File: src/rtl/lir_pkg.sv
// shared constants and types of the linear interpolation resampler
// no dependencies
package lir_pkg;

  localparam int FRAC_BITS   = 16;
  localparam int SAMPLE_BITS = 16;
  localparam int STEP_BITS   = 20;
  localparam int PHASE_BITS  = 20;
  localparam int MAX_OUT     = 8;
  localparam int CNT_BITS    = $clog2(MAX_OUT + 1);
  localparam int QUEUE_DEPTH = 2;
  localparam int QPTR_BITS   = $clog2(QUEUE_DEPTH);
  localparam int QCNT_BITS   = $clog2(QUEUE_DEPTH + 1);
  localparam int PROD_BITS   = 2 * (SAMPLE_BITS + 1);

  localparam logic [STEP_BITS-1:0]  STEP_RESET  = STEP_BITS'(76364);
  localparam logic [PHASE_BITS-1:0] PHASE_ONE   = PHASE_BITS'(1) << FRAC_BITS;
  localparam logic [STEP_BITS-1:0]  STEP_MIN    = (STEP_BITS'(1) << FRAC_BITS) >> 3;
  localparam logic [STEP_BITS-1:0]  STEP_MAX    = STEP_BITS'(1) << (FRAC_BITS + 3);
  localparam logic [PHASE_BITS-1:0] PHASE_RESET =
    PHASE_BITS'(STEP_RESET) + (PHASE_ONE << 1);

  typedef logic signed [SAMPLE_BITS-1:0] sample_t;

  typedef struct packed {
    sample_t prev_l;
    sample_t prev_r;
    sample_t cur_l;
    sample_t cur_r;
  } pair_t;

  typedef struct packed {
    logic full;
    logic empty;
  } q_stat_t;

endpackage

File: src/rtl/lir_front.sv
// front end: takes source words and forms previous/current sample pairs
// depends on lir_pkg
module lir_front (
  input  logic             clk,
  input  logic             rst_n,
  input  logic             in_valid,
  output logic             in_ready,
  input  lir_pkg::sample_t in_left,
  input  lir_pkg::sample_t in_right,
  input  lir_pkg::q_stat_t q_stat,
  output logic             q_push,
  output lir_pkg::pair_t   q_wdata
);
  import lir_pkg::*;

  sample_t cur_l_r;
  sample_t cur_r_r;

  assign in_ready = !q_stat.full;
  assign q_push   = in_valid && in_ready;

  always_comb begin
    q_wdata.prev_l = cur_l_r;
    q_wdata.prev_r = cur_r_r;
    q_wdata.cur_l  = in_left;
    q_wdata.cur_r  = in_right;
  end

  always_ff @(posedge clk) begin
    if (!rst_n) begin
      cur_l_r <= '0;
      cur_r_r <= '0;
    end else if (q_push) begin
      cur_l_r <= in_left;
      cur_r_r <= in_right;
    end
  end

endmodule

File: src/rtl/lir_queue.sv
// short queue of sample pairs between front and back end
// depends on lir_pkg
module lir_queue (
  input  logic             clk,
  input  logic             rst_n,
  input  logic             push,
  input  lir_pkg::pair_t   wdata,
  input  logic             pop,
  output lir_pkg::pair_t   rdata,
  output lir_pkg::q_stat_t stat
);
  import lir_pkg::*;

  pair_t                mem [QUEUE_DEPTH];
  logic [QPTR_BITS-1:0] wr_ptr_r;
  logic [QPTR_BITS-1:0] rd_ptr_r;
  logic [QCNT_BITS-1:0] cnt_r;
  logic                 do_push;
  logic                 do_pop;

  assign stat.full  = (cnt_r == QCNT_BITS'(QUEUE_DEPTH));
  assign stat.empty = (cnt_r == '0);
  assign do_push    = push && !stat.full;
  assign do_pop     = pop && !stat.empty;
  assign rdata      = mem[rd_ptr_r];

  always_ff @(posedge clk) begin
    if (do_push) begin
      mem[wr_ptr_r] <= wdata;
    end
  end

  always_ff @(posedge clk) begin
    if (!rst_n) begin
      wr_ptr_r <= '0;
      rd_ptr_r <= '0;
      cnt_r    <= '0;
    end else begin
      if (do_push) begin
        wr_ptr_r <= (wr_ptr_r == QPTR_BITS'(QUEUE_DEPTH - 1)) ? '0 : wr_ptr_r + 1'b1;
      end
      if (do_pop) begin
        rd_ptr_r <= (rd_ptr_r == QPTR_BITS'(QUEUE_DEPTH - 1)) ? '0 : rd_ptr_r + 1'b1;
      end
      cnt_r <= cnt_r + QCNT_BITS'(do_push) - QCNT_BITS'(do_pop);
    end
  end

endmodule

File: src/rtl/lir_back.sv
// back end: phase accumulator, interpolation multipliers and output register
// depends on lir_pkg
module lir_back (
  input  logic                          clk,
  input  logic                          rst_n,
  input  logic [lir_pkg::STEP_BITS-1:0] step,
  input  lir_pkg::q_stat_t              q_stat,
  input  lir_pkg::pair_t                q_rdata,
  output logic                          q_pop,
  output logic                          out_valid,
  input  logic                          out_ready,
  output lir_pkg::sample_t              out_left,
  output lir_pkg::sample_t              out_right,
  output logic                          out_last
);
  import lir_pkg::*;

  localparam logic ST_IDLE = 1'b0;
  localparam logic ST_RUN  = 1'b1;

  logic                    state_r;
  logic                    state_nxt;
  pair_t                   pair_r;
  logic [PHASE_BITS-1:0]   phase_r;
  logic [CNT_BITS-1:0]     cnt_r;
  logic [STEP_BITS-1:0]    step_eff;
  logic [PHASE_BITS:0]     phase_sum;
  logic                    can_issue;
  logic                    issue;
  logic                    issue_last;
  logic                    adv;
  logic [FRAC_BITS:0]      frac;
  logic signed [SAMPLE_BITS:0] diff_l;
  logic signed [SAMPLE_BITS:0] diff_r;

  logic                        s1_valid_r;
  logic                        s1_last_r;
  sample_t                     s1_base_l_r;
  sample_t                     s1_base_r_r;
  logic signed [PROD_BITS-1:0] s1_prod_l_r;
  logic signed [PROD_BITS-1:0] s1_prod_r_r;
  logic signed [PROD_BITS-1:0] sh_l;
  logic signed [PROD_BITS-1:0] sh_r;

  logic    out_valid_r;
  logic    out_last_r;
  sample_t out_left_r;
  sample_t out_right_r;

  always_comb begin
    priority if (step < STEP_MIN) begin
      step_eff = STEP_MIN;
    end else if (step > STEP_MAX) begin
      step_eff = STEP_MAX;
    end else begin
      step_eff = step;
    end
  end

  assign adv        = !out_valid_r || out_ready;
  assign phase_sum  = {1'b0, phase_r} + (PHASE_BITS + 1)'(step_eff);
  assign can_issue  = (phase_r < PHASE_ONE) && (cnt_r < CNT_BITS'(MAX_OUT));
  assign issue      = (state_r == ST_RUN) && can_issue && adv;
  assign issue_last = (phase_sum >= (PHASE_BITS + 1)'(PHASE_ONE))
                      || (cnt_r == CNT_BITS'(MAX_OUT - 1));
  assign q_pop      = (state_r == ST_IDLE) && !q_stat.empty;

  assign frac   = {1'b0, phase_r[FRAC_BITS-1:0]};
  assign diff_l = (SAMPLE_BITS + 1)'(pair_r.cur_l) - (SAMPLE_BITS + 1)'(pair_r.prev_l);
  assign diff_r = (SAMPLE_BITS + 1)'(pair_r.cur_r) - (SAMPLE_BITS + 1)'(pair_r.prev_r);

  always_comb begin
    state_nxt = state_r;
    unique case (state_r)
      ST_IDLE: begin
        if (q_pop) state_nxt = ST_RUN;
      end
      ST_RUN: begin
        if (!can_issue || (issue && issue_last)) state_nxt = ST_IDLE;
      end
      default: state_nxt = ST_IDLE;
    endcase
  end

  always_ff @(posedge clk) begin
    if (!rst_n) begin
      state_r <= ST_IDLE;
      phase_r <= PHASE_RESET;
      cnt_r   <= '0;
    end else begin
      state_r <= state_nxt;
      if (q_pop) begin
        phase_r <= (phase_r >= PHASE_ONE) ? phase_r - PHASE_ONE : '0;
        cnt_r   <= '0;
      end else if (issue) begin
        phase_r <= phase_sum[PHASE_BITS-1:0];
        cnt_r   <= cnt_r + 1'b1;
      end
    end
  end

  always_ff @(posedge clk) begin
    if (q_pop) begin
      pair_r <= q_rdata;
    end
  end

  // multiply stage
  always_ff @(posedge clk) begin
    if (!rst_n) begin
      s1_valid_r <= 1'b0;
    end else if (adv) begin
      s1_valid_r <= issue;
    end
  end

  always_ff @(posedge clk) begin
    if (adv) begin
      s1_last_r   <= issue_last;
      s1_base_l_r <= pair_r.prev_l;
      s1_base_r_r <= pair_r.prev_r;
      s1_prod_l_r <= diff_l * $signed(frac);
      s1_prod_r_r <= diff_r * $signed(frac);
    end
  end

  // floor by arithmetic shift, then add to previous sample
  assign sh_l = s1_prod_l_r >>> FRAC_BITS;
  assign sh_r = s1_prod_r_r >>> FRAC_BITS;

  always_ff @(posedge clk) begin
    if (!rst_n) begin
      out_valid_r <= 1'b0;
    end else if (adv) begin
      out_valid_r <= s1_valid_r;
    end
  end

  always_ff @(posedge clk) begin
    if (adv) begin
      out_last_r  <= s1_last_r;
      out_left_r  <= s1_base_l_r + sh_l[SAMPLE_BITS-1:0];
      out_right_r <= s1_base_r_r + sh_r[SAMPLE_BITS-1:0];
    end
  end

  assign out_valid = out_valid_r;
  assign out_last  = out_last_r;
  assign out_left  = out_left_r;
  assign out_right = out_right_r;

endmodule

File: src/rtl/linear_interp_resampler.sv
// top level of the stereo linear interpolation resampler
// depends on lir_pkg, lir_front, lir_queue, lir_back
//
// in channel: one stereo source word per handshake (left in the low half).
// out channel: interpolated stereo words; tlast marks the final word that a
//   source word produces. a source word may produce no output word at all.
// cfg channel: step ratio, unsigned with 16 fraction bits, always ready;
//   values outside 0.125 to 8.0 are clamped. write only while idle.
// path: a source word passes the pair queue, the pair register, the multiply
//   stage and the output register; the phase sequencer takes a new pair only
//   in its idle state, after issuing every output word of the last one; one
//   multiplier pass per output word, at most 8 outputs per source word.
// the front end keeps taking words while the two-entry pair queue has room.
// reset: samples clear to zero, step ratio to about 1.165 and the phase to
//   step plus two, so the first output comes from the third source word.
// when the receiver stalls, the output register holds, the multiply stage
//   freezes and the sequencer stops issuing output words; the queue then
//   fills and in_tready drops.
module linear_interp_resampler (
  input  logic        clk,
  input  logic        rst_n,
  input  logic        in_tvalid,
  output logic        in_tready,
  input  logic [31:0] in_tdata,    // left_sample, right_sample
  output logic        out_tvalid,
  input  logic        out_tready,
  output logic [31:0] out_tdata,   // left_out, right_out
  output logic        out_tlast,
  input  logic        cfg_valid,
  output logic        cfg_ready,
  input  logic [19:0] cfg_data
);
  import lir_pkg::*;

  logic [STEP_BITS-1:0] step_r;
  q_stat_t              q_stat;
  logic                 q_push;
  logic                 q_pop;
  pair_t                q_wdata;
  pair_t                q_rdata;
  sample_t              out_left;
  sample_t              out_right;

  assign cfg_ready = 1'b1;

  always_ff @(posedge clk) begin
    if (!rst_n) begin
      step_r <= STEP_RESET;
    end else if (cfg_valid && cfg_ready) begin
      step_r <= cfg_data;
    end
  end

  lir_front u_front (
    .clk      (clk),
    .rst_n    (rst_n),
    .in_valid (in_tvalid),
    .in_ready (in_tready),
    .in_left  (in_tdata[15:0]),
    .in_right (in_tdata[31:16]),
    .q_stat   (q_stat),
    .q_push   (q_push),
    .q_wdata  (q_wdata)
  );

  lir_queue u_queue (
    .clk   (clk),
    .rst_n (rst_n),
    .push  (q_push),
    .wdata (q_wdata),
    .pop   (q_pop),
    .rdata (q_rdata),
    .stat  (q_stat)
  );

  lir_back u_back (
    .clk       (clk),
    .rst_n     (rst_n),
    .step      (step_r),
    .q_stat    (q_stat),
    .q_rdata   (q_rdata),
    .q_pop     (q_pop),
    .out_valid (out_tvalid),
    .out_ready (out_tready),
    .out_left  (out_left),
    .out_right (out_right),
    .out_last  (out_tlast)
  );

  assign out_tdata = {out_right, out_left};

endmodule

File: config.mk
export PLATFORM = sky130hd
export DESIGN_NAME = linear_interp_resampler
export DESIGN_NICKNAME = d
export VERILOG_FILES = /design/src/rtl/lir_pkg.sv /design/src/rtl/lir_front.sv /design/src/rtl/lir_queue.sv /design/src/rtl/lir_back.sv /design/src/rtl/linear_interp_resampler.sv
export SDC_FILE = /design/constraint.sdc
export NUM_CORES = 2
export LEC_CHECK = 0
export BUFFER_PORTS_ARGS = -buffer_cell sky130_fd_sc_hd__buf_4
export CAP_MARGIN = 20
export CORE_MARGIN = 4
export CORE_UTILIZATION = 55
export CTS_CLUSTER_SIZE = 30
export DETAILED_ROUTE_END_ITERATION = 7
export PLACE_DENSITY = 0.7
export SYNTH_ARGS = -nofsm -noshare
export SYNTH_HDL_FRONTEND = slang
export SYNTH_HIERARCHICAL = 1
export SYNTH_SLANG_ARGS = --single-unit
File: constraint.sdc
create_clock -name clk -period 9 [get_ports clk]
set_input_delay 0.45 -clock clk [delete_from_list [all_inputs] [get_ports clk]]
set_output_delay 0.45 -clock clk [all_outputs]
set_load 0.03 [all_outputs]
==> flow_summary.ini <==
[status]
outcome = finished clean

[global_routing]
grt_pass1_wl_um = 138600
grt_overflow = 0
first_global_vias = 26430
antenna_found_initial = 0
grt_usage_pct = 23.07
grt_max_degree = 95

[clock_network]
h-tree-depth = 2
cts_tree = built
numCtsBuffers = 40
ctsResizeCount = 0
root_buffer = clkbuf_16
cts_setup_buffers = 0
clkSlewWorstSetupHoldPaths_ns = 0.06
clkLatencyLatePin_ns = 0.57
cts_buffer_depth = 3
hold_buffers = 0
clock_sinks = 374

[hold_path]
whs_path_depth = 1
hold_class = input port to flop

[critical_path]
worstPathRequired_ns = 9.30
slowest_delay_ns = 0.53
end_kind = flop
start_kind = flop
worstSetupPathType = flop to flop
cp_slowest_cell = fa_1
ff2ff_path_depth = 29
cpMostUsedCell = fa_1
crit_fanout = 16
cp.arrival_ns = 8.83

[drt]
wl_per_cell_um = 17.49
finalWirelength_um = 83130
drc = 0
ant_nets = 0
first_pass_iters = 8
first_iter_violations = 1789
vias = 25680
viasPerCell = 5.402

[layout]
seqCellArea_mm2 = 0.01040
fillCellCount = 5895
mostFrequentLayoutCells = 737 x inv_1, 522 x fa_1, 382 x nand2_1
final_common_cell = inv_1
multiInputGateArea_mm2 = 0.02431
drive_above_1_share_pct = 8.922
area_delta_synth_final_pct = 7.329
layout.nets = 4621
n_antenna_cell = 0

[synth]
ys_warn_count = 6
ys_ff_latch = 374
synth_cell_types = 84
synth_fp_nets = 4609
yosys-top-cells-area = fa_1 27%, edfxtp_1 23%, ha_1 8.2%, inv_1 7.2%, dfxtp_1 4.4%
synthFlopType = edfxtp_1
yosysTopAreaCellShare_pct = 27.13
synthArstFlopShare_pct = 0
synth_largest_area_cell = fa_1
synthCells = 3778
yosysSeqAreaShare_pct = 26.98
syn_area_mm2 = 0.03852
post_synth.cell_area_avg_um2 = 10.19
synth_edf_count = 290

[timing]
max_freq_mhz = 117.2
fin_setup_tns_ns = 0
rsz0062_at_grt = no
slew_headroom_pct = 24.95
setup_viol = 0
final.period_utilization_pct = 94.77
finalHoldViolations = 0
report.final.slew_viol_count = 0
fin_worst_skew_ns = 0.02538
period_needed_ns = 8.529
worstMarginPinSlew_ns = 1.124

[floorplanning]
die_h_um = 272.6
die-area_mm2 = 0.07433
die_x_um = 272.6
start_util_pct = 55.86
ios = 93
core.rowCount = 96
core_area_mm2 = 0.06895

[placed_design]
dp_hpwl_um = 63720
portBuffers = 91
gp_congestion = 0.8910

[job]
max_cap_violations = 0
final cells by class:
| cell class | count | share of cell area [%] |
|---|---|---|
| clock buffers | 48 | 2.570 |
| repair buffers | 175 | 3.217 |
| well taps | 931 | 2.818 |
| clock inverters | 26 | 0.7022 |
| multi-input cells | 2458 | 58.81 |
| flip-flops and latches | 374 | 25.15 |
| inverters | 741 | 6.734 |
logic make-up (layout without fill, tap and decap cells):
logic type      count (synthesis)  after routing  share of synthesized area [%]
simple gates                 1083           1083                          14.34
buf+inv                       946            990                          10.05
fa+ha+maj                     774            774                          35.32
flops                         374            374                          26.98
compound gates                341            341                          6.198
xor+xnor                      141            141                          3.242
mux                           118            118                          3.859
other cells                     1              1                       0.009736
sequential cells by signal, summed over array words and instances (netlist names), 20 cells and up, named ones only:
name,cells
u_queue/mem,128
u_back/pair_r,64
step_r,20
u_back/phase_r,20
final timing paths:
path | startpoint | slack, ns | endpoint
max | u_back/pair_r[33] | 0.47 | u_back/s1_prod_r_r[28]
min | in_tdata[4] | 0.07 | u_queue/mem[1][20]
max reg2reg | u_back/pair_r[33] | 0.47 | u_back/s1_prod_r_r[28]
min reg2reg | u_back/s1_last_r | 0.45 | u_back/out_last
Yosys cell counts, drive strengths merged (60+ instances only):
master,n
ha,252
fa,522
xnor2,100
clkbuf,142
dfxtp,84
nand3,90
nand2,382
o21ai,72
buf,63
inv,740
a21oi,60
mux2,64
edfxtp,290
nor2,94
nor2b,75
and2,219
worst max-delay path, delay by kind of cell, from the launching register on:
| family | cells | cell delay, ns |
|---|---|---|
| adder cells (fa/ha/maj) | 8 | 3.51 |
| AO/OA/AOI/OAI | 12 | 3.22 |
| AND/OR/NAND/NOR | 4 | 0.85 |
| flip-flops | 1 | 0.43 |
| buffers and inverters | 5 | 0.27 |
per-layer routing:
| metal | up-vias | routed length, um | track usage (%) |
|---|---|---|---|
| li1 | 12010 | - | - |
| met1 | 12920 | 37810 | 33.55 |
| met2 | 640 | 39770 | 37.80 |
| met3 | 105 | 4104 | 2.546 |
| met4 | 0 | 1439 | 5.092 |
| met5 | - | 0 | 0 |
through the flow:
step                      hold slack (ns)  setup WS [ns]  util (%)  instances  cell area [um2]
after floorplan                    0.4003          1.019         -       3778            38520
after global placement             0.4059         0.4375     57.93       4677            39940
after detailed placement           0.4202         0.2338     57.95       4678            39950
after CTS                         0.03893         0.2118     59.91       4752            41300
after global routing              0.05173        0.01851     59.96       4753            41340
final                             0.07053         0.4710     59.96       4753            41340
Power is left out: the tool's default activity adds up to more than one toggle a clock period on the data nets, which glitch-free logic cannot reach.
